File: config.mk
export PLATFORM = sky130hd
export DESIGN_NAME = grc_div
export DESIGN_NICKNAME = d
export VERILOG_FILES = /design/src/hw/rtl/grc_pkg.sv /design/src/hw/rtl/grc_div.sv
export SDC_FILE = /design/constraint.sdc
export NUM_CORES = 1
export LEC_CHECK = 0
export CORE_MARGIN = 2
export CORE_UTILIZATION = 58
export DETAILED_ROUTE_END_ITERATION = 10
export DONT_BUFFER_PORTS = 1
export HOLD_SLACK_MARGIN = 0.1
export PLACE_DENSITY = 0.76
export SETUP_SLACK_MARGIN = 0.02
export SKIP_LAST_GASP = 1
export SYNTH_ARGS = -nofsm -noshare
export SYNTH_HDL_FRONTEND = slang
export SYNTH_SLANG_ARGS = --single-unit
File: constraint.sdc
create_clock -name clk_i -period 2.7 [get_ports clk_i]
set_clock_uncertainty 0.2 [all_clocks]
set_input_delay 0.27 -clock clk_i [delete_from_list [all_inputs] [get_ports clk_i]]
set_output_delay 0.27 -clock clk_i [all_outputs]
set_load 0.05 [all_outputs]
File: src/hw/rtl/grc_pkg.sv
// ----------------------------------------------------------------------------
// grc_pkg
// Shared constants and tables for the grid ray caster.
// ----------------------------------------------------------------------------
`default_nettype none

package grc_pkg;

  // map geometry and fixed point format
  localparam int unsigned MapSize   = 32;
  localparam int unsigned CoordBits = 5;
  localparam int unsigned FracBits  = 16;
  localparam int unsigned AddrBits  = 2 * CoordBits;

  // datapath widths
  localparam int unsigned DvdBits   = 40;
  localparam int unsigned DsrBits   = 22;
  localparam int unsigned RootIn    = 48;
  localparam int unsigned RootOut   = 24;

  // numeric constants
  localparam logic [30:0] Q30One     = 31'h4000_0000;
  localparam logic [17:0] RadPerCdeg = 18'd187403;
  localparam logic [21:0] DistMax    = 22'd4194303;
  localparam logic [24:0] ShadeNum   = 25'd25067520;  // 765 * 2^15
  localparam logic [11:0] HeightMax  = 12'd2048;

  // Horner divisors of the sine and cosine polynomials
  function automatic logic [7:0] horner_div(input logic is_cos, input logic [2:0] idx);
    logic [7:0] d;
    d = 8'd1;
    if (is_cos) begin
      case (idx)
        3'd0: d = 8'd132;
        3'd1: d = 8'd90;
        3'd2: d = 8'd56;
        3'd3: d = 8'd30;
        3'd4: d = 8'd12;
        3'd5: d = 8'd2;
        default: d = 8'd1;
      endcase
    end else begin
      case (idx)
        3'd0: d = 8'd110;
        3'd1: d = 8'd72;
        3'd2: d = 8'd42;
        3'd3: d = 8'd20;
        3'd4: d = 8'd6;
        default: d = 8'd1;
      endcase
    end
    return d;
  endfunction

  // Reciprocals floor(2^(32+sh)/d) of the Horner divisors; the quotient
  // estimate is at most one low for any 32-bit dividend
  function automatic logic [31:0] horner_rcp(input logic is_cos, input logic [2:0] idx);
    logic [31:0] m;
    m = 32'hFFFF_FFFF;
    if (is_cos) begin
      case (idx)
        3'd0: m = 32'd4164816771;
        3'd1: m = 32'd3054198966;
        3'd2: m = 32'd2454267026;
        3'd3: m = 32'd2290649224;
        3'd4: m = 32'd2863311530;
        3'd5: m = 32'd2147483648;
        default: m = 32'hFFFF_FFFF;
      endcase
    end else begin
      case (idx)
        3'd0: m = 32'd2498890063;
        3'd1: m = 32'd3817748707;
        3'd2: m = 32'd3272356035;
        3'd3: m = 32'd3435973836;
        3'd4: m = 32'd2863311530;
        default: m = 32'hFFFF_FFFF;
      endcase
    end
    return m;
  endfunction

  // extra right shift beyond 32 that goes with each reciprocal
  function automatic logic [2:0] horner_sh(input logic is_cos, input logic [2:0] idx);
    logic [2:0] s;
    s = 3'd0;
    if (is_cos) begin
      case (idx)
        3'd0: s = 3'd7;
        3'd1: s = 3'd6;
        3'd2: s = 3'd5;
        3'd3: s = 3'd4;
        3'd4: s = 3'd3;
        3'd5: s = 3'd0;
        default: s = 3'd0;
      endcase
    end else begin
      case (idx)
        3'd0: s = 3'd6;
        3'd1: s = 3'd6;
        3'd2: s = 3'd5;
        3'd3: s = 3'd4;
        3'd4: s = 3'd2;
        default: s = 3'd0;
      endcase
    end
    return s;
  endfunction

endpackage

`default_nettype wire

File: src/hw/rtl/grc_div.sv
// ----------------------------------------------------------------------------
// grc_div
// Radix-2 restoring divider, one quotient bit per cycle.
// ----------------------------------------------------------------------------
`default_nettype none

module grc_div (
  input  wire logic                         clk_i,
  input  wire logic                         rst_ni,
  input  wire logic                         start_i,
  input  wire logic [grc_pkg::DvdBits-1:0]  dividend_i,
  input  wire logic [grc_pkg::DsrBits-1:0]  divisor_i,
  output logic                              done_o,
  output logic      [grc_pkg::DvdBits-1:0]  quot_o
);

  localparam int unsigned CntBits = $clog2(grc_pkg::DvdBits + 1);

  logic                        busy_q;
  logic                        done_q;
  logic [CntBits-1:0]          cnt_q;
  logic [grc_pkg::DvdBits-1:0] quot_q;
  logic [grc_pkg::DsrBits:0]   rem_q;
  logic [grc_pkg::DsrBits-1:0] dsr_q;
  logic [grc_pkg::DsrBits:0]   rem_sh;
  logic                        fits;

  // shift in the next dividend bit and trial subtract
  assign rem_sh = {rem_q[grc_pkg::DsrBits-1:0], quot_q[grc_pkg::DvdBits-1]};
  assign fits   = rem_sh >= {1'b0, dsr_q};

  always_ff @(posedge clk_i or negedge rst_ni) begin
    if (!rst_ni) begin
      busy_q <= 1'b0;
      done_q <= 1'b0;
      cnt_q  <= '0;
    end else begin
      done_q <= 1'b0;
      if (start_i) begin
        busy_q <= 1'b1;
        cnt_q  <= '0;
      end else if (busy_q) begin
        cnt_q <= cnt_q + 1'b1;
        if (cnt_q == CntBits'(grc_pkg::DvdBits - 1)) begin
          busy_q <= 1'b0;
          done_q <= 1'b1;
        end
      end
    end
  end

  // payload
  always_ff @(posedge clk_i) begin
    if (start_i) begin
      quot_q <= dividend_i;
      dsr_q  <= divisor_i;
      rem_q  <= '0;
    end else if (busy_q) begin
      rem_q  <= fits ? rem_sh - {1'b0, dsr_q} : rem_sh;
      quot_q <= {quot_q[grc_pkg::DvdBits-2:0], fits};
    end
  end

  assign done_o = done_q;
  assign quot_o = quot_q;

endmodule

`default_nettype wire

* Word-level counts from Yosys, hierarchy flattened *
Index checks and enable logic that the tools add are counted.

cells by class
  $lt $le $gt $ge = 1
  $add $sub $neg = 2
  muxes and demuxes = 11
  equal/unequal tests = 1
  reductions and logical operators = 1

operator list
  cell                                          number
  two-way mux 40 bit                            2
  >= comparator 23 x 22 -> 1 bit                1
  two-way mux 22 bit                            1
  subtractor 22 bit                             1
  two-way mux 6 bit                             2
  adder 6 x 1 -> 6 bit (second input constant)  1
  equality test 6 bit (second input constant)   1
  two-way mux 1 bit                             6
  nonzero test 2 bit                            1

word-level totals
  word-level logic and storage cells = 22
  output and inout port bits = 41
  register bits after elaboration = 92
  input port bits = 65

* Logic depth before layout (Yosys ltp) *
  word-level depth = 4
  gate-level depth with buffers = 12
  depth with buffers taken out = 12

* Worst setup path after synthesis *
No wires, ideal clock.

  path type = reg-to-reg
  start = register quot_q, in the netlist quot_o[39]
  end = register rem_q[18] (netlist bit)
  stages on the path, launching flop included = 13
  setup time = 0.119 ns
  path buffers = 0
  setup slack = -0.428 ns
  data arrival time = 2.809 ns
  clock period less this slack = 3.128 ns
  data required time = 2.381 ns
  cell sequence = edfxtp_1 -> inv_1 -> ha_1 -> inv_1 -> fa_1 -> a211oi_1 -> o21ai_2 -> o2111ai_1 -> a21boi_0 -> o22a_1 -> a2111o_1 -> nand4_1 -> o21bai_1

between the ends
  longest elaborated chain between the ends = 2
  elaborated cells on any way between the ends = 3
  classes of those cells = add/sub (1); order compare (1); mux (1)

RTL lines
  element                                                              RTL line                      source
  start: declaration                                                   grc_div.sv:22                 logic [grc_pkg::DvdBits-1:0] quot_q;
  start signal: assignment                                             grc_div.sv:55                 quot_q <= dividend_i;
  start signal: assignment                                             grc_div.sv:60                 quot_q <= {quot_q[grc_pkg::DvdBits-2:0], fits};
  subtractor 22 bit or >= comparator 23 x 22 -> 1 bit (tied branches)  grc_div.sv:59, grc_div.sv:30
  two-way mux 22 bit *                                                 grc_div.sv:59                 rem_q <= fits ? rem_sh - {1'b0, dsr_q} : rem_sh;
  end signal: assignment                                               grc_div.sv:59
  end: declaration                                                     grc_div.sv:23                 logic [grc_pkg::DsrBits:0] rem_q;

Mark *: on every way between the ends. The rest lies on a longest branch, timed or not.
A chain may end at the register's enable or synchronous reset.

* Worst setup path in the final report *
Same ends and word-level chain as after synthesis.

==> tab_implementation.tex <==
\begin{tabular}{lr}
\hline
Metric & Value \\
\hline
\multicolumn{2}{l}{\textbf{Place}} \\
Routability congestion estimate from global placement & 0.922 \\
HPWL after DPL & between 6000 and 7000 µm \\
Number of I/O port buffers & 0 \\
\multicolumn{2}{l}{\textbf{STA}} \\
Worst-Margin Slew & $\sim$0.56 ns \\
Setup Viol. Count Final & 1 \\
Fin. Hold Viols & 0 \\
Worst max-slew margin expressed relative to the limit & $\sim$62\% \\
Part of the cycle the worst path needs & 102\% \\
Final count of pins violating max slew & 0 \\
Final worst-path setup slack & -0.0576 ns \\
Final setup TNS & -0.0576 ns \\
RSZ-0062 raised after global routing & yes \\
Achievable clock frequency & between 300 and 400 MHz \\
Time the final worst path needs with I/O delays and setup & about 2.8 ns \\
\multicolumn{2}{l}{\textbf{Logic synthesis}} \\
Post-Syn Nets & between 500 and 600 \\
Primary FF master, synth & edfxtp\_1 \\
Proportion of register bits with asynchronous set or reset after synthesis & around 8.7\% \\
Number of synthesized flops with an enable pin & 62 \\
Instance count of the mapped netlist & between 400 and 500 \\
Post-synthesis share of cell area spent on xor and xnor gates & 3.89\% \\
Sequential element share of the synthesized area & 50.6\% \\
Combinational family with the most area after synthesis & compound AO/OA/AOI/OAI gates \\
Adder and majority gate portion of the synthesized area & 6.22\% \\
Post-Syn Area & a little under 0.005 mm² \\
Commonest cells in the netlist & edfxtp\_1 (62), mux2\_2 (40), nor2\_1 (31), inv\_1 (26), ha\_1 (23) \\
Simple-gate share of the synthesized area & $\sim$9.7\% \\
Top-count cell post-synth & edfxtp\_1 \\
\#FFs+latches synth & 92 \\
Area fraction in compound gates after synthesis & 12.9\% \\
Syn Area/Cell & between 10 and 15 µm² \\
Area leader, netlist & edfxtp\_1 \\
Cells taking the most area after synthesis & edfxtp\_1 (38\%), mux2\_2 (9.1\%), dfxtp\_1 (8.9\%) \\
Multiplexer area fraction after synthesis & between 10\% and 20\% \\
Ys Warns & 0 \\
Area share of the largest cell type after synthesis & between 30\% and 40\% \\
Count of different cell masters after synthesis & 67 \\
\multicolumn{2}{l}{\textbf{Routing}} \\
Vias & approximately 3600 \\
Violation count after the first detailed-route iteration & 157 \\
Sum of routed wire length over all layers & approximately 11000 µm \\
DRC violation count after routing & 0 \\
Final ANT Viol Nets & 0 \\
Routed wirelength normalized by instance count & around 19 µm \\
Vias per inst & just under 6 \\
DR pass1 iterations & 5 \\
\multicolumn{2}{l}{\textbf{Pwr}} \\
Static leakage & $\sim$2.5 nW \\
Share of total power in the clock network & about 28\% \\
Combinational share of power & a little over an eighth \\
Net Sw Power & 1.03 mW \\
Internal portion of total power & 2.21 mW \\
Pwr Density & roughly 510 mW/mm² \\
VDD IR max & 405 µV \\
Sequential group share of total power & 58.5\% \\
Switching share of power & approximately a third \\
\multicolumn{2}{l}{\textbf{Global route}} \\
Overall global routing resource usage & about a quarter \\
Via count of the first global-routing pass & between 3000 and 4000 \\
Maximum number of pins on one net before global-route repair & 95 \\
Global-route wire length before repair & around 17000 µm \\
Antenna violations before repair & 1 \\
Residual overflow from global routing & 0 \\
\multicolumn{2}{l}{\textbf{Setup path}} \\
Worst setup SP type & flop \\
Signal arrival time at the worst endpoint & 2.82 ns \\
Critical path start-end classification & flop to flop \\
Largest driver fanout on the critical path & 2 \\
Worst Setup End Kind & flop \\
Worst Path Required & between 2 and 3 ns \\
\multicolumn{2}{l}{\textbf{Clock network}} \\
TritonCTS buffer count & 9 \\
Maximum number of buffers from clock root to sink & 2 \\
CTS tree & built \\
Clk pin slew, worst setup/hold paths & roughly 0.1 ns \\
H-tree lvl count & 3 \\
Root Driver & clkbuf\_8 \\
Clk sink count & 92 \\
Worst skew pair latency & between 0.3 and 0.4 ns \\
\multicolumn{2}{l}{\textbf{Layout}} \\
Layout overhead on the synthesized area & 27.4\% \\
Fraction of final layout cells with drive strength greater than 1 & 27.3\% \\
Utilization after layout & about 76\% \\
Nets & roughly 600 \\
\multicolumn{2}{l}{\textbf{Floorplanning}} \\
Overall die area & slightly above 0.009 mm² \\
\# rows & 33 \\
Effective utilization at floorplan & 59.9\% \\
Chip Height & 96.4 µm \\
Die Wd & roughly 96 µm \\
Count of pins on the block boundary & between 100 and 150 \\
Area of the placeable core & $\sim$0.0083 mm² \\
\multicolumn{2}{l}{\textbf{Outcome}} \\
Outcome & finished, violations left \\
Violations in the final reports & negative setup slack \\
\multicolumn{2}{l}{\textbf{Hold path}} \\
Class of the tightest hold or removal check & input port to flop \\
\multicolumn{2}{l}{\textbf{Job}} \\
Max-capacitance violation count & 0 \\
\hline
\end{tabular}
-- cells in the final DEF, fill, tap and decap left out, types with 3 or more instances in the layout --
cell type and instances:
dlygate4sd3_1 66, a211oi_1 13, ha_2 4, dfrtp_1 8
or3_1 3, and2_1 3, o21ai_0 9, a21o_1 4
nand3_1 4, a21oi_2 4, a31oi_1 3, o211ai_1 5
nand2b_1 3, xnor2_1 13, ha_4 7, dfxtp_1 22
clkbuf_8 9, mux2_2 40, edfxtp_1 62, ha_1 12
buf_4 25, inv_1 25, a211oi_2 3, xor2_1 9
nor2_1 31, mux2i_1 14, nor3_1 5, a21oi_1 15
nand4_1 6, o21ai_2 3, nand2_1 18
-- worst max-delay path, stage by stage (launching register included) --
cell	delay [ns]
edfxtp_1	0.40
inv_1	0.07
ha_2	0.18
inv_2	0.04
fa_2	0.35
a211oi_2	0.21
o21ai_2	0.09
o2111ai_2	0.21
a21boi_2	0.10
o22a_1	0.21
a2111o_1	0.41
nand4_1	0.11
o21bai_1	0.07
-- flip-flops by register name, indices dropped and copies added (netlist names) --
register	cells
cnt_q	6
rem_q	22
quot_o	40
dsr_q	22
busy_q	1
done_o	1
-- area by class of cell --
class	instances	area, µm²
Inverter	26	97.6
Sequential cell	92	2500
Tap cell	105	131
Clock inverter	7	68.8
Timing Repair Buffer	95	927
Fill cell	522	1960
Multi-Input combinational cell	281	2450
Clock buffer	9	124
Antenna cell	1	2.50
-- worst paths after layout --
kind | to | from | depth (start not counted) | slack (ns)
max | rem_q[18]$_SDFFE_PP0P_ | quot_o[39]$_DFFE_PP_ | 12 | -0.06
min | dsr_q[13]$_DFFE_PP_ | start_i | 1 | 0.11
max reg2reg | rem_q[18]$_SDFFE_PP0P_ | quot_o[39]$_DFFE_PP_ | 12 | -0.06
min reg2reg | rem_q[20]$_SDFFE_PP0P_ | rem_q[20]$_SDFFE_PP0P_ | 2 | 0.32
max in group asynchronous | cnt_q[2]$_DFFE_PN0P_ | rst_ni | 2 | 1.46
min in group asynchronous | cnt_q[4]$_DFFE_PN0P_ | rst_ni | 2 | 0.57
-- metal layers --
metal	GRT usage [%]	vias to the layer above	share of wire (%)
li1	-	1733	-
met1	28.0	1744	38
met2	43.3	118	53
met3	6.19	35	5.6
met4	9.98	0	3.2
met5	0	-	0
-- cell families after synthesis --
logic type / count (synthesis)
XOR/XNOR: 22
multiplexers: 55
AND/OR/NAND/NOR: 91
AO/OA/AOI/OAI: 89
buffers and inverters: 43
flip-flops: 92
adder cells (fa/ha/maj): 24
-- repair_timing --
| action | CTS | global route |
|---|---|---|
| endpoints found under the setup margin | 4 | 22 |
| hold endpoints to repair | 122 | 0 |
| setup buffers | 1 | 6 |
| resized for setup | 4 | 39 |
| cloned | 0 | 0 |
| hold buffers | 67 | 0 |
| pin swaps | 2 | 15 |
-- metrics by stage --
| step | hold WS, ns | power (mW) | setup slack [ns] | std cells | area (µm²) |
|---|---|---|---|---|---|
| 2_1_floorplan | -0.226 | 2.13 | -0.184 | 416 | 4960 |
| 3_3_place_gp | -0.225 | 2.18 | 0.0295 | 525 | 5130 |
| 3_5_place_dp | -0.225 | 2.19 | -0.0519 | 525 | 5130 |
| 4_1_cts | 0.127 | 3.19 | -0.0150 | 609 | 6040 |
| 5_1_grt | 0.156 | 3.34 | -0.150 | 616 | 6300 |
| 6_report | 0.105 | 3.23 | -0.0576 | 616 | 6300 |
-- power groups by stage --
stage | Clock, mW | Sequential, mW | Combinational, mW
after floorplan | 0 | 1.90 | 0.230
final | 0.920 | 1.89 | 0.424
after global routing | 0.983 | 1.90 | 0.460
after CTS | 0.924 | 1.89 | 0.380
after global placement | 0 | 1.91 | 0.264
after detailed placement | 0 | 1.92 | 0.272
Power figures use the tool's default switching activity.
