==> src/hw/rtl/grc_pkg.sv <==
// ----------------------------------------------------------------------------
// grc_pkg
// Shared constants and tables for the grid ray caster.
// ----------------------------------------------------------------------------
`default_nettype none

package grc_pkg;

  // map geometry and fixed point format
  localparam int unsigned MapSize   = 32;
  localparam int unsigned CoordBits = 5;
  localparam int unsigned FracBits  = 16;
  localparam int unsigned AddrBits  = 2 * CoordBits;

  // datapath widths
  localparam int unsigned DvdBits   = 40;
  localparam int unsigned DsrBits   = 22;
  localparam int unsigned RootIn    = 48;
  localparam int unsigned RootOut   = 24;

  // numeric constants
  localparam logic [30:0] Q30One     = 31'h4000_0000;
  localparam logic [17:0] RadPerCdeg = 18'd187403;
  localparam logic [21:0] DistMax    = 22'd4194303;
  localparam logic [24:0] ShadeNum   = 25'd25067520;  // 765 * 2^15
  localparam logic [11:0] HeightMax  = 12'd2048;

  // Horner divisors of the sine and cosine polynomials
  function automatic logic [7:0] horner_div(input logic is_cos, input logic [2:0] idx);
    logic [7:0] d;
    d = 8'd1;
    if (is_cos) begin
      case (idx)
        3'd0: d = 8'd132;
        3'd1: d = 8'd90;
        3'd2: d = 8'd56;
        3'd3: d = 8'd30;
        3'd4: d = 8'd12;
        3'd5: d = 8'd2;
        default: d = 8'd1;
      endcase
    end else begin
      case (idx)
        3'd0: d = 8'd110;
        3'd1: d = 8'd72;
        3'd2: d = 8'd42;
        3'd3: d = 8'd20;
        3'd4: d = 8'd6;
        default: d = 8'd1;
      endcase
    end
    return d;
  endfunction

  // Reciprocals floor(2^(32+sh)/d) of the Horner divisors; the quotient
  // estimate is at most one low for any 32-bit dividend
  function automatic logic [31:0] horner_rcp(input logic is_cos, input logic [2:0] idx);
    logic [31:0] m;
    m = 32'hFFFF_FFFF;
    if (is_cos) begin
      case (idx)
        3'd0: m = 32'd4164816771;
        3'd1: m = 32'd3054198966;
        3'd2: m = 32'd2454267026;
        3'd3: m = 32'd2290649224;
        3'd4: m = 32'd2863311530;
        3'd5: m = 32'd2147483648;
        default: m = 32'hFFFF_FFFF;
      endcase
    end else begin
      case (idx)
        3'd0: m = 32'd2498890063;
        3'd1: m = 32'd3817748707;
        3'd2: m = 32'd3272356035;
        3'd3: m = 32'd3435973836;
        3'd4: m = 32'd2863311530;
        default: m = 32'hFFFF_FFFF;
      endcase
    end
    return m;
  endfunction

  // extra right shift beyond 32 that goes with each reciprocal
  function automatic logic [2:0] horner_sh(input logic is_cos, input logic [2:0] idx);
    logic [2:0] s;
    s = 3'd0;
    if (is_cos) begin
      case (idx)
        3'd0: s = 3'd7;
        3'd1: s = 3'd6;
        3'd2: s = 3'd5;
        3'd3: s = 3'd4;
        3'd4: s = 3'd3;
        3'd5: s = 3'd0;
        default: s = 3'd0;
      endcase
    end else begin
      case (idx)
        3'd0: s = 3'd6;
        3'd1: s = 3'd6;
        3'd2: s = 3'd5;
        3'd3: s = 3'd4;
        3'd4: s = 3'd2;
        default: s = 3'd0;
      endcase
    end
    return s;
  endfunction

endpackage

`default_nettype wire

==> src/hw/rtl/grc_isqrt.sv <==
// ----------------------------------------------------------------------------
// grc_isqrt
// Bit-pair integer square root, one result bit per cycle.
// ----------------------------------------------------------------------------
`default_nettype none

module grc_isqrt (
  input  wire logic                         clk_i,
  input  wire logic                         rst_ni,
  input  wire logic                         start_i,
  input  wire logic [grc_pkg::RootIn-1:0]   val_i,
  output logic                              done_o,
  output logic      [grc_pkg::RootOut-1:0]  root_o
);

  localparam int unsigned CntBits = $clog2(grc_pkg::RootOut + 1);

  logic                       busy_q;
  logic                       done_q;
  logic [CntBits-1:0]         cnt_q;
  logic [grc_pkg::RootIn-1:0] v_q;
  logic [grc_pkg::RootIn-1:0] res_q;
  logic [grc_pkg::RootIn-1:0] bit_q;
  logic [grc_pkg::RootIn-1:0] trial;
  logic                       take;

  assign trial = res_q + bit_q;
  assign take  = v_q >= trial;

  always_ff @(posedge clk_i or negedge rst_ni) begin
    if (!rst_ni) begin
      busy_q <= 1'b0;
      done_q <= 1'b0;
      cnt_q  <= '0;
    end else begin
      done_q <= 1'b0;
      if (start_i) begin
        busy_q <= 1'b1;
        cnt_q  <= '0;
      end else if (busy_q) begin
        cnt_q <= cnt_q + 1'b1;
        if (cnt_q == CntBits'(grc_pkg::RootOut - 1)) begin
          busy_q <= 1'b0;
          done_q <= 1'b1;
        end
      end
    end
  end

  // subtract the trial square when it fits, advance the bit pair
  always_ff @(posedge clk_i) begin
    if (start_i) begin
      v_q   <= val_i;
      res_q <= '0;
      bit_q <= grc_pkg::RootIn'(1) << (grc_pkg::RootIn - 2);
    end else if (busy_q) begin
      if (take) begin
        v_q   <= v_q - trial;
        res_q <= (res_q >> 1) + bit_q;
      end else begin
        res_q <= res_q >> 1;
      end
      bit_q <= bit_q >> 2;
    end
  end

  assign done_o = done_q;
  assign root_o = res_q[grc_pkg::RootOut-1:0];

endmodule

`default_nettype wire

==> config.mk <==
export PLATFORM = sky130hd
export DESIGN_NAME = grc_isqrt
export DESIGN_NICKNAME = d
export VERILOG_FILES = /design/src/hw/rtl/grc_pkg.sv /design/src/hw/rtl/grc_isqrt.sv
export SDC_FILE = /design/constraint.sdc
export NUM_CORES = 1
export LEC_CHECK = 0
export BUFFER_PORTS_ARGS = -buffer_cell sky130_fd_sc_hd__buf_2
export CAP_MARGIN = 15
export CORE_ASPECT_RATIO = 1.4
export CORE_MARGIN = 8
export CORE_UTILIZATION = 60
export CTS_CLUSTER_DIAMETER = 200
export DETAILED_ROUTE_END_ITERATION = 7
export GPL_TIMING_DRIVEN = 1
export PLACE_DENSITY = 0.79
export SYNTH_ARGS = -nofsm -noshare
export SYNTH_HDL_FRONTEND = slang
export SYNTH_SLANG_ARGS = --single-unit
export TNS_END_PERCENT = 20
==> constraint.sdc <==
create_clock -name clk_i -period 10.65 [get_ports clk_i]
set_clock_uncertainty 0.1 [all_clocks]
set_input_delay 0.5325 -clock clk_i [delete_from_list [all_inputs] [get_ports clk_i]]
set_output_delay 0.5325 -clock clk_i [all_outputs]
set_load 0.02 [all_outputs]
### Yosys cells after proc, flatten, opt, wreduce, memory -nomap -nowiden

Index checks and enable logic that the tools add are counted.

| word-level totals | value |
|---|---|
| bits in registers | 127 |
| logic and storage cells | 27 |

| operators by class | value |
|---|---|
| add/sub/neg operators | 4 |
| order comparisons | 1 |
| equality and inequality tests | 1 |
| multiplexer cells | 12 |
| reduce and logical (&&, ||, !) cells | 3 |

Operator list:

| kind | number |
|---|---|
| 48-bit 2-to-1 mux | 4 |
| 47-bit by 47-bit adder with 48-bit output | 1 |
| 48-bit by 47-bit adder with 48-bit output | 1 |
| 48-bit greater-or-equal comparator | 1 |
| 48-bit subtractor | 1 |
| 5-bit 2-to-1 mux | 2 |
| 1-bit 2-to-1 mux | 6 |
| 5-bit by 1-bit adder with 5-bit output, second input constant | 1 |
| 5-bit == test, second input constant | 1 |
| 2-bit nonzero test | 2 |
| 2-bit AND reduction | 1 |

### Logic depth before layout (Yosys ltp)

Gate-level depths: netlist (run 1).

| depth | value |
|---|---|
| depth after elaboration | 5 |
| depth in mapped cells | 23 |

### Least setup slack after synthesis (run 1)

Ideal clock, no wire load.

| timing path | value |
|---|---|
| kind | reg-to-reg |
| from | reg res_q[10] in the netlist's numbering |
| to | reg v_q[0] in the netlist's numbering (enable) |
| library setup time | 0.520 ns |
| arrival time | 7.426 ns |
| data required time | 10.030 ns |
| path slack | 2.604 ns |
| cell stages (with the launch flop) | 22 |
| path buffers | 2 |
| clock period less this slack | 8.046 ns |
| cells stage by stage | dfxtp_1 -> ha_1 -> nand4_1 -> nor4_2 -> a211o_1 -> a21oi_1 -> o31ai_1 -> nand2_1 -> nor3_1 -> o21ai_0 -> xor2_1 -> ha_1 -> inv_1 -> o21bai_1 -> a21oi_1 -> a2bb2oi_1 -> a21oi_1 -> or3_1 -> a21oi_1 -> buf_2 -> buf_4 -> o21ai_0 |

| between the ends | value |
|---|---|
| longest elaborated chain between the ends | 4 |

RTL lines:

| what | RTL line | source |
|---|---|---|
| start, declared | grc_isqrt.sv:22 | `logic [grc_pkg::RootIn-1:0] res_q;` |
| start signal, assigned | grc_isqrt.sv:59 | `res_q <= (res_q >> 1) + bit_q;` |
| start signal, assigned | grc_isqrt.sv:61 | `res_q <= res_q >> 1;` |
| 48-bit by 47-bit adder with 48-bit output | grc_isqrt.sv:27 | `assign trial = res_q + bit_q;` |
| 48-bit greater-or-equal comparator | grc_isqrt.sv:28 | `assign take = v_q >= trial;` |
| 2-bit nonzero test (no source line) | - |  |
| 2-bit AND reduction (no source line) | - |  |
| end signal, assigned | grc_isqrt.sv:53 | `v_q <= val_i;` |
| end signal, assigned | grc_isqrt.sv:58 | `v_q <= v_q - trial;` |
| end, declared | grc_isqrt.sv:21 | `logic [grc_pkg::RootIn-1:0] v_q;` |

Every way passes these cells.
A chain may end at the register's enable or synchronous reset.

### Worst setup path after layout (run 1)

| timing path | value |
|---|---|
| from | reg res_q[10] in the netlist's numbering |
| to | reg v_q[1] in the netlist's numbering (enable) |

The elaborated chain is that of the path after synthesis.

==> results of run 1 <==
-- area by class of cell --
cell class,count,area (um2)
clock buffer,21,472
clock inverter,11,146
fill,1597,6290
inverter,31,116
multi-input combinational,1117,7620
sequential,127,3060
tap,244,305
timing repair buffer,84,448
-- flip-flops by register name (all words and copies together) (netlist names) --
name and count:
bit_q 24, cnt_q 5, busy_q 1, v_q 48, done_o 1, res_q 48
-- path summary, 6_finish.rpt --
check	start	end	slack [ns]
setup / recovery	res_q[10]	v_q[1]	4.35
hold / removal	val_i[38]	v_q[38]	0.27
setup reg to reg	res_q[10]	v_q[1]	4.35
hold reg to reg	res_q[0]	res_q[0]	0.41
max in group asynchronous	rst_ni	busy_q	9.92
min in group asynchronous	rst_ni	cnt_q[3]	0.36
-- kinds of logic after synthesis --
family | count (synthesis) | share of synthesized area (%)
xor gates and xnor gates | 117 | 9.12
muxes | 32 | 2.88
adders and majority gates | 100 | 11.2
DFF | 127 | 27.2
buffers and inverters | 124 | 5.19
AOI/OAI and AO/OA | 426 | 26.2
and+or+nand+nor | 442 | 18.2
-- through the flow --
step	cell area [um2]	cells	power (uW)	hold WS, ns	util, %
6_report	12200	1635	3320	0.269	65.9
5_1_grt	12200	1635	3540	0.279	65.9
4_1_cts	12200	1635	3310	0.263	65.9
3_5_place_dp	11500	1602	2670	0.272	62.5
3_3_place_gp	11500	1602	2630	0.268	62.5
2_1_floorplan	11200	1368	2260	0.137	-
-- critical path, delay by kind of cell (launching register included) --
| family | cells | cell delay [ns] |
|---|---|---|
| and+or+nand+nor | 5 | 1.19 |
| DFF | 1 | 0.39 |
| adders and majority gates | 2 | 0.72 |
| AOI/OAI and AO/OA | 10 | 2.38 |
| xor gates and xnor gates | 1 | 0.19 |
| buffers and inverters | 3 | 0.88 |
-- power by group --
part / leakage, uW / internal, uW / switching [uW] / total (uW)
clock network: 0.000305 / 390 / 238 / 628
logic: 0.00350 / 738 / 1170 / 1910
registers: 0.00117 / 688 / 98.4 / 787
-- per-layer routing --
layer	track usage, %	share of wire, %	wire [um]	vias up
met1	27.3	38	11600	4863
met3	5.07	5.6	1730	127
met5	0	0	0	-
li1	-	-	-	5077
met2	48.5	51	15900	379
met4	16.1	5.4	1660	0
-- layout by cell type (no fill, tap or decap), types with 9 or more instances in the layout --
| cell type | instances |
|---|---|
| sky130_fd_sc_hd__nor2_1 | 123 |
| sky130_fd_sc_hd__a31oi_1 | 38 |
| sky130_fd_sc_hd__nand2_1 | 159 |
| sky130_fd_sc_hd__nand3_1 | 18 |
| sky130_fd_sc_hd__edfxtp_1 | 48 |
| sky130_fd_sc_hd__o21bai_1 | 27 |
| sky130_fd_sc_hd__a311oi_1 | 14 |
| sky130_fd_sc_hd__o21ai_1 | 9 |
| sky130_fd_sc_hd__inv_1 | 31 |
| sky130_fd_sc_hd__a31o_2 | 12 |
| sky130_fd_sc_hd__mux2i_1 | 29 |
| sky130_fd_sc_hd__buf_2 | 74 |
| sky130_fd_sc_hd__o31ai_1 | 9 |
| sky130_fd_sc_hd__nor3_1 | 32 |
| sky130_fd_sc_hd__xor2_1 | 52 |
| sky130_fd_sc_hd__o211ai_1 | 9 |
| sky130_fd_sc_hd__buf_4 | 9 |
| sky130_fd_sc_hd__a21oi_1 | 85 |
| sky130_fd_sc_hd__clkbuf_16 | 18 |
| sky130_fd_sc_hd__a211oi_1 | 32 |
| sky130_fd_sc_hd__dfxtp_1 | 72 |
| sky130_fd_sc_hd__a21o_1 | 38 |
| sky130_fd_sc_hd__nand4_1 | 25 |
| sky130_fd_sc_hd__o21ai_0 | 76 |
| sky130_fd_sc_hd__ha_1 | 99 |
| sky130_fd_sc_hd__nor2b_1 | 12 |
| sky130_fd_sc_hd__xnor2_1 | 65 |
| sky130_fd_sc_hd__or3_1 | 17 |
==> parameters.txt, run 1 <==
Parameter                              Value

Setup path
  Worst setup SP type    flip-flop
  Crit path cell chain    ha_1 -> nand4_1 -> nor4_2 -> a211o_1 -> a21oi_1 -> o31ai_1 -> nand2_1 -> nor3_1 -> o21ai_0 -> xor2_1 -> ha_1 -> inv_1 -> o21bai_1 -> a21oi_1 -> a2bb2oi_1 -> a21oi_1 -> or3_1 -> a21oi_2 -> buf_4 -> o21ai_4 -> buf_4
  Cell with the largest stage delay on the worst path    sky130_fd_sc_hd__o31ai_1
  Critical path required time    approximately 11 ns
  Highest net fanout along the worst path    37
  Kind of critical path    reg2reg
  Largest stage delay on the critical path    between 0.6 and 0.7 ns
  Most prevalent standard cell on the critical path    sky130_fd_sc_hd__a21oi_1
  Worst Path Arrival    approximately 6.3 ns
  Depth of the worst register-to-register path    21
  Endpoint kind of the worst setup timing path    flip-flop

Timing
  Final Max Tran Viols    0
  Fmax    around 0.16 GHz
  Number of setup violations in the final report    0
  Worst Tran Pin Value    approximately 0.86 ns
  Final Critical Period    ~6.3 ns
  Worst Setup Slack, final    4.35 ns
  Hold violation total from the final report    0
  Unrepaired setup endpoints after global routing    false
  Ratio of final minimum period to clock period    around three fifths
  Relative slew slack    41.6%
  Setup tns final    0 ns

Run
  Count of max-cap constraint violations    0

Final layout
  Synth-to-Final Area Change    8.27%
  Fraction of final layout cells with drive strength greater than 1    10.9%
  Final #Nets    1529
  Number of diodes    0

Floorplanning
  Top Ports    76
  Total die area    roughly 0.023 mm2
  Die Wd    roughly 130 um
  Number of placement rows    59
  Floorplan core area    0.0185 mm2
  Die Y-Extent    around 180 um
  Effective utilization at floorplan    between 60 and 70%

CTS
  Number of buffers added by the clock tree synthesis step    17
  H-tree Lvls    4
  CTS tree    done
  Deepest clock path buffer count    2
  Clock transition at the registers of the reported paths    roughly 0.060 ns
  Sinks on the clock net    around 130
  Number of gates given a new drive strength after cts    0
  Hold-fix buffers, CTS    1
  Root buffer cell    sky130_fd_sc_hd__clkbuf_16
  Number of buffers inserted by post-CTS setup repair    0
  Latest clock arrival within the worst-skew pair    approximately 0.44 ns

Synthesis
  Count of distinct cell types in the synthesized netlist    80
  Post-synthesis cell area    0.0112 mm2
  Yosys warning total    0
  Cell count after synthesis    roughly 1.4k
  Sequential area share after synthesis    27.2%
  Number of synthesized flops with an enable pin    48
  Dominant synthesized flop cell    sky130_fd_sc_hd__dfxtp_1
  Top post-synthesis cells by area    sky130_fd_sc_hd__dfxtp_1 (13%), sky130_fd_sc_hd__edfxtp_1 (13%), sky130_fd_sc_hd__ha_1 (11%), sky130_fd_sc_hd__nand2_1 (5.3%), sky130_fd_sc_hd__xnor2_1 (5.1%)
  Largest area contributor in the synthesized netlist    sky130_fd_sc_hd__dfxtp_1
  Leading cell type by number of instances after synthesis    sky130_fd_sc_hd__nand2_1
  Most frequent cells after synthesis    sky130_fd_sc_hd__nand2_1 (159), sky130_fd_sc_hd__nor2_1 (123), sky130_fd_sc_hd__ha_1 (99)
  Number of register bits inferred by synthesis    between 100 and 150
  Number of nets in the synthesized netlist    about 1.5k
  Proportion of netlist area held by the largest area contributor    around an eighth
  FFs w/ async S/R, synth    approximately 5.5%
  Mean post-synth cell area    8.21 um2

Detailed routing
  Post-detailed-route DRC marker count    0
  DRC marker count from the first detailed-route iteration    between 600 and 700
  TritonRoute pass-1 iters    6
  Detailed-route wire length    slightly above 30000 um
  Drt wl/cell    between 15 and 20 um
  Via total after detailed routing    approximately 10k
  Mean number of vias per cell    6.39
  Antenna-violating nets left    0

Placed design
  Port Buffers    75
  Hpwl dp    between 20000 and 25000 um
  Routability cong.    a little under 1
  Setup WS pre-CTS    4.49 ns

Global route
  Wire length of the first global-routing pass    50400 um
  Antenna violations before repair    0
  Overflow left after global routing    0
  Combined global-route utilization of all metal layers    between 20% and 30%
  Largest net degree at the start of global routing    74
  Via count of the first global-routing pass    between 10k and 15k

Worst hold path
  Instance count along the most critical hold path    3
  Worst min-delay path class    in2reg

Outcome
  Status    finished clean

Pwr
  Power per Cell Area    between 200 and 300 mW/mm2
  Static leakage power    0.00498 uW
  Worst VDD drop    between 0.2 and 0.25 mV
(Power assumes the default switching activity.)
==> run 2: changes to the inputs <==
- CORE_UTILIZATION: 60 -> 57
- clock period: 10.65 -> 5.3 ns (I/O delays scaled with it)
==> run 2 against run 1 <==
Net effect:
- critical path depth down 1
- highest routed layer unchanged
- sequential share of layout area down 1.6 points
- via count up 4.3%
- largest cell class unchanged
==> parameters.txt, run 2 (synthesized netlist as in run 1, its figures left out) <==
Parameter                              Value

Timing
  Ratio of final minimum period to clock period    between 90 and 100%
  Unrepaired setup endpoints after global routing    true
  Worst Tran Pin Value    about 1.1 ns
  Number of setup violations in the final report    0
  Hold violation total from the final report    0
  Final Max Tran Viols    0
  Final Critical Period    around 5.2 ns
  Fmax    just under 0.2 GHz
  Relative slew slack    roughly 29%

Detailed routing
  Drt wl/cell    approximately 19 um
  Via total after detailed routing    10.9k
  TritonRoute pass-1 iters    5
  Met3 routed wirelength    1690 um
  Wire length on met2    16900 um
  Detailed-route wire length    32900 um
  Routed length on met1    between 10000 and 15000 um
  Post-detailed-route DRC marker count    0
  Antenna-violating nets left    0
  Mean number of vias per cell    about 6.4
  Highest signal layer in the routed design    met4
  DRC marker count from the first detailed-route iteration    753

Floorplanning
  Top Ports    76
  Number of placement rows    61
  Die Y-Extent    about 180 um
  Die Wd    ~130 um
  Floorplan core area    between 0.015 and 0.02 mm2
  Total die area    0.0245 mm2
  Effective utilization at floorplan    57.3%

Placed design
  Placed Cells    1668
  Port Buffers    75
  Hpwl dp    approximately 24000 um
  Routability cong.    about 1

Final layout
  Layout fillers    roughly 1.6k
  Highest-count cells in the layout ignoring fill and taps    sky130_fd_sc_hd__nand2_1 (157), sky130_fd_sc_hd__nor2_1 (120), sky130_fd_sc_hd__ha_1 (92)
  Number of diodes    0
  Biggest registers after layout    res_q x48, v_q x48, bit_q x24
  Post-layout instance count excluding filler cells    ~1.7k
  Synth-to-Final Area Change    15.6%
  Final #Nets    roughly 1.6k
  Leading cell type in the layout, fill and taps excluded    sky130_fd_sc_hd__nand2_1
  Final core utilization    between 60 and 70%
  Fraction of final layout cells with drive strength greater than 1    approximately 17%

CTS
  H-tree Lvls    4
  Sinks on the clock net    between 100 and 150
  Latest clock arrival within the worst-skew pair    0.44 ns
  Clock transition at the registers of the reported paths    0.06 ns
  Number of buffers added by the clock tree synthesis step    17
  CTS tree    done
  Root buffer cell    sky130_fd_sc_hd__clkbuf_16
  Deepest clock path buffer count    2

Global route
  Combined global-route utilization of all metal layers    between 20 and 30%
  Largest net degree at the start of global routing    between 90 and 100
  Wire length of the first global-routing pass    slightly above 50000 um
  Via count of the first global-routing pass    between 10k and 15k
  Overflow left after global routing    0
  Antenna violations before repair    0

Pwr
  Internal power summed over all cells    slightly below 4000 uW
  Psw    3190 uW
  Part of the total power dissipated in combinational logic    approximately 63%
  Static leakage power    0.00539 uW
  Worst VDD drop    about 0.40 mV
  Proportion of total power due to net switching    approximately 45%
  Power per Cell Area    around 550 mW/mm2
  Seq pwr share    a little over a fifth
  Clock network fraction of total power    around 15%

Setup path
  Worst setup SP type    flip-flop
  Endpoint kind of the worst setup timing path    flip-flop
  Highest net fanout along the worst path    5
  Kind of critical path    reg2reg
  Critical path required time    ~5.4 ns
  Worst Path Arrival    approximately 5.3 ns

Worst hold path
  Worst min-delay path class    in2reg

Outcome
  Status    finished clean

Run
  Count of max-cap constraint violations    0
[run 2: changes by cell type in the layout (fill, tap and decap cells not counted), moves of 6 or more]
cell | previous run | this run
sky130_fd_sc_hd__buf_12 | 0 | 8
sky130_fd_sc_hd__ha_1 | 99 | 92
sky130_fd_sc_hd__ha_4 | 0 | 6
sky130_fd_sc_hd__a31oi_1 | 38 | 31
sky130_fd_sc_hd__buf_4 | 9 | 62
[run 2: worst paths after layout]
path / start / end / cells after the start / slack [ns]
setup / recovery: res_q[0] / v_q[47] / 20 / 0.10
hold / removal: val_i[44] / v_q[44] / 3 / 0.004
max in group asynchronous: rst_ni / busy_q / 2 / 4.84
min in group asynchronous: rst_ni / done_o / 2 / 0.09
setup reg to reg: res_q[0] / v_q[47] / 20 / 0.10
hold reg to reg: res_q[0] / res_q[0] / 2 / 0.41
[run 2: layer usage]
metal | GRT usage, % | up-vias
met1 | 27.1 | 5160
met4 | 17.3 | 0
met5 | 0 | -
met2 | 46.1 | 428
met3 | 4.24 | 108
li1 | - | 5200
[run 2: critical path, cell delays in order (launching register included)]
cell and delay [ns]:
sky130_fd_sc_hd__dfxtp_1 0.32, sky130_fd_sc_hd__ha_1 0.25, sky130_fd_sc_hd__ha_1 0.23, sky130_fd_sc_hd__a21o_1 0.21
sky130_fd_sc_hd__a31o_2 0.28, sky130_fd_sc_hd__a31o_2 0.28, sky130_fd_sc_hd__a31oi_4 0.20, sky130_fd_sc_hd__o21ai_0 0.10
sky130_fd_sc_hd__nand2_1 0.12, sky130_fd_sc_hd__xor2_2 0.25, sky130_fd_sc_hd__ha_4 0.26, sky130_fd_sc_hd__a21o_1 0.17
sky130_fd_sc_hd__a21o_1 0.16, sky130_fd_sc_hd__a221o_1 0.37, sky130_fd_sc_hd__a2111o_1 0.42, sky130_fd_sc_hd__a2111oi_4 0.32
sky130_fd_sc_hd__buf_4 0.20, sky130_fd_sc_hd__nor3_2 0.05, sky130_fd_sc_hd__o31ai_2 0.28, sky130_fd_sc_hd__nand3_1 0.12
sky130_fd_sc_hd__a31o_1 0.23
[run 2: area by class of cell]
cell class | count | area [um2] | area share [%]
multi-input cells | 1117 | 7910 | 60.9
clock buffers | 22 | 474 | 3.65
well taps | 252 | 315 | 2.43
clock inverters | 9 | 57.6 | 0.443
inverters | 31 | 116 | 0.896
flip-flops and latches | 127 | 3070 | 23.6
repair buffers | 149 | 1050 | 8.07
[run 2: repair_timing]
action,in CTS,in global routing
gates resized for setup,0,51
endpoints found under the setup margin,1,104
pin swaps,0,18
buffers inserted,0,5
hold buffers,3,0
hold endpoints to repair,9,0
[run 2: power by group through the flow]
stage	logic (uW)	clock network (uW)	registers, uW
floorplan	3020	0	1500
global placement	4150	0	1560
detailed placement	4230	0	1560
CTS	4260	1100	1550
global route	4850	1140	1580
finish	4450	1090	1560
[run 2: through the flow]
step	setup TNS, ns	total power (uW)	setup slack [ns]	hold slack, ns	cell area [um2]
CTS	-0.00118	6910	-0.00118	0.00168	12700
global placement	0	5710	0.0792	0.00217	12100
finish	0	7100	0.102	0.00387	13000
detailed placement	0	5790	0.0153	0.00337	12100
floorplan	0	4520	0.0141	-0.131	11300
global route	-3.71	7570	-0.0810	0.0154	13000
==> run 3: changes to the inputs <==
- CORE_MARGIN: 8 -> 3
==> run 3 against run 2 <==
Net effect:
- sequential power barely moved
- combinational power up 5.6%
- core utilization rose by 2.8 points
- first-iteration DRC count shrank 2.9%
- setup slack improved by 0.0066 ns
- flip-flop and latch count unchanged
- global-route usage increased by 3.1 points
- via count up 1.6%
==> parameters.txt, run 3 (synthesized netlist as in run 1, its figures left out) <==
Parameter                              Value

Floorplanning
  Effective utilization at floorplan    between 50 and 60%
  Number of placement rows    60
  Die Y-Extent    172 um
  Die Wd    roughly 120 um
  Total die area    around 0.021 mm2
  Floorplan core area    between 0.015 and 0.02 mm2
  Top Ports    76

Placed design
  Routability cong.    ~1
  Hpwl dp    24000 um
  Port Buffers    75
  Area of placed instances    0.0123 mm2

Setup path
  Cell with the largest stage delay on the worst path    sky130_fd_sc_hd__or3_4
  Most prevalent standard cell on the critical path    sky130_fd_sc_hd__buf_6
  Worst Path Arrival    5.42 ns
  Critical path required time    about 5.5 ns
  Endpoint kind of the worst setup timing path    flip-flop
  Number of stages on the worst setup path    23
  Largest stage delay on the critical path    around 0.42 ns
  Depth of the worst register-to-register path    23
  Worst setup SP type    flip-flop
  Crit path cell chain    ha_4 -> nand4_1 -> nor4_4 -> a211o_1 -> o21ai_4 -> o41ai_4 -> o22a_1 -> a31o_2 -> a31oi_2 -> xor2_1 -> ha_1 -> a21o_1 -> o21bai_1 -> a21oi_1 -> o21a_1 -> buf_6 -> nor2_2 -> or3_4 -> a21oi_4 -> buf_6 -> buf_4 -> nand2_1 -> a311oi_1
  Buffers plus inverters on the worst setup path    3
  Highest net fanout along the worst path    7
  Delay-heaviest family, CP    compound AO/OA/AOI/OAI gates
  Kind of critical path    reg2reg

Detailed routing
  Detailed-route wire length    roughly 33000 um
  DRC marker count from the first detailed-route iteration    ~730
  Drt wl/cell    ~19 um
  Antenna-violating nets left    0
  Post-detailed-route DRC marker count    0
  TritonRoute pass-1 iters    5
  Mean number of vias per cell    between 6 and 7
  Via total after detailed routing    about 11k

Timing
  Hold violation total from the final report    0
  Fmax    0.193 GHz
  Final Max Tran Viols    0
  Ratio of final minimum period to clock period    97.9%
  Smallest hold slack    0.0126 ns
  Relative slew slack    between 30% and 40%
  Number of setup violations in the final report    0
  Final Critical Period    5.19 ns
  Worst Tran Pin Value    1.02 ns

CTS
  Sinks on the clock net    approximately 130
  H-tree Lvls    4
  Number of buffers added by the clock tree synthesis step    17
  CTS tree    done
  Root buffer cell    sky130_fd_sc_hd__clkbuf_16
  Latest clock arrival within the worst-skew pair    0.43 ns
  Deepest clock path buffer count    2
  Clock transition at the registers of the reported paths    ~0.06 ns

Pwr
  Worst VDD drop    between 0.3 and 0.4 mV
  Power per Cell Area    roughly 560 mW/mm2
  Static leakage power    0.00557 uW
  Tot Pwr    around 7400 uW

Final layout
  Biggest registers after layout    res_q x48, v_q x48, bit_q x24
  Post-route design area    0.0133 mm2
  Leading cell type in the layout, fill and taps excluded    sky130_fd_sc_hd__nand2_1
  Number of diodes    0
  Fraction of final layout cells with drive strength greater than 1    between 10% and 20%
  Layout fillers    between 1.5k and 2k
  Total area of multi-input combinational cells    between 0.007 and 0.008 mm2
  Highest-count cells in the layout ignoring fill and taps    sky130_fd_sc_hd__nand2_1 (159), sky130_fd_sc_hd__nor2_1 (121), sky130_fd_sc_hd__buf_4 (90)
  Final core utilization    between 60 and 70%
  Final #Nets    approximately 1.6k
  Synth-to-Final Area Change    18.5%
  Sequential standard cell area    0.00307 mm2

Run
  Count of max-cap constraint violations    0

Global route
  Wire length of the first global-routing pass    a little over 50000 um
  Combined global-route utilization of all metal layers    between 20 and 30%
  Overflow left after global routing    0
  Via count of the first global-routing pass    about 11k
  Largest net degree at the start of global routing    a little under 90
  Antenna violations before repair    0

Outcome
  Status    finished clean

Worst hold path
  Worst min-delay path class    in2reg
  Instance count along the most critical hold path    3
-- run 3: final cells by class --
| class | count | area share [%] |
|---|---|---|
| sequential | 127 | 23.1 |
| timing repair buffer | 180 | 9.84 |
| inverter | 31 | 0.874 |
| multi-input combinational | 1117 | 59.5 |
| clock inverter | 12 | 0.799 |
| tap | 248 | 2.33 |
| clock buffer | 20 | 3.59 |
-- run 3: power by group --
group / total (uW) / switching, uW / internal (uW)
logic: 4700 / 2620 / 2080
registers: 1560 / 178 / 1380
clock network: 1180 / 478 / 698
total: 7430 / 3280 / 4160
-- run 3: metal layers --
| metal | part of all wire (%) | vias up | global-route usage, % | routed length [um] |
|---|---|---|---|---|
| met1 | 38 | 5219 | 30.9 | 12500 |
| met3 | 4.8 | 147 | 4.23 | 1590 |
| li1 | - | 5274 | - | - |
| met4 | 6.3 | 0 | 17.8 | 2090 |
| met2 | 51 | 433 | 53.8 | 16900 |
| met5 | 0 | - | 0 | 0 |
-- run 3: worst reg2reg max path, stage by stage (launching register included) --
cell and delay [ns]:
sky130_fd_sc_hd__dfxtp_2 0.34, sky130_fd_sc_hd__ha_4 0.26, sky130_fd_sc_hd__nand4_1 0.19, sky130_fd_sc_hd__nor4_4 0.38
sky130_fd_sc_hd__a211o_1 0.25, sky130_fd_sc_hd__o21ai_4 0.09, sky130_fd_sc_hd__o41ai_4 0.33, sky130_fd_sc_hd__o22a_1 0.22
sky130_fd_sc_hd__a31o_2 0.18, sky130_fd_sc_hd__a31oi_2 0.09, sky130_fd_sc_hd__xor2_1 0.25, sky130_fd_sc_hd__ha_1 0.30
sky130_fd_sc_hd__a21o_1 0.17, sky130_fd_sc_hd__o21bai_1 0.17, sky130_fd_sc_hd__a21oi_1 0.15, sky130_fd_sc_hd__o21a_1 0.20
sky130_fd_sc_hd__buf_6 0.12, sky130_fd_sc_hd__nor2_2 0.04, sky130_fd_sc_hd__or3_4 0.42, sky130_fd_sc_hd__a21oi_4 0.21
sky130_fd_sc_hd__buf_6 0.15, sky130_fd_sc_hd__buf_4 0.15, sky130_fd_sc_hd__nand2_1 0.06, sky130_fd_sc_hd__a311oi_1 0.28
-- run 3: what timing repair did --
item,in CTS,in global routing
endpoints found under the hold margin,7,0
gates cloned,0,1
hold buffers,1,0
pin swaps,1,28
setup buffers,1,12
resized for setup,2,58
setup endpoints to repair,30,107
-- run 3: final timing paths --
path | startpoint | to | slack (ns)
max | bit_q[10] | res_q[42] | 0.11
min reg2reg | res_q[0] | res_q[0] | 0.44
max in group asynchronous | rst_ni | busy_q | 4.83
min in group asynchronous | rst_ni | cnt_q[3] | 0.09
min | val_i[37] | v_q[37] | 0.01
max reg2reg | bit_q[10] | res_q[42] | 0.11
-- run 3: per-stage QoR --
step	worst slack (ns)	instances	setup TNS, ns
after detailed placement	-0.0688	1689	-0.229
final	0.109	1735	0
after global placement	0.0327	1689	0
after floorplan	0.0141	1368	0
after CTS	0.00817	1723	0
after global routing	-0.0503	1735	-0.303
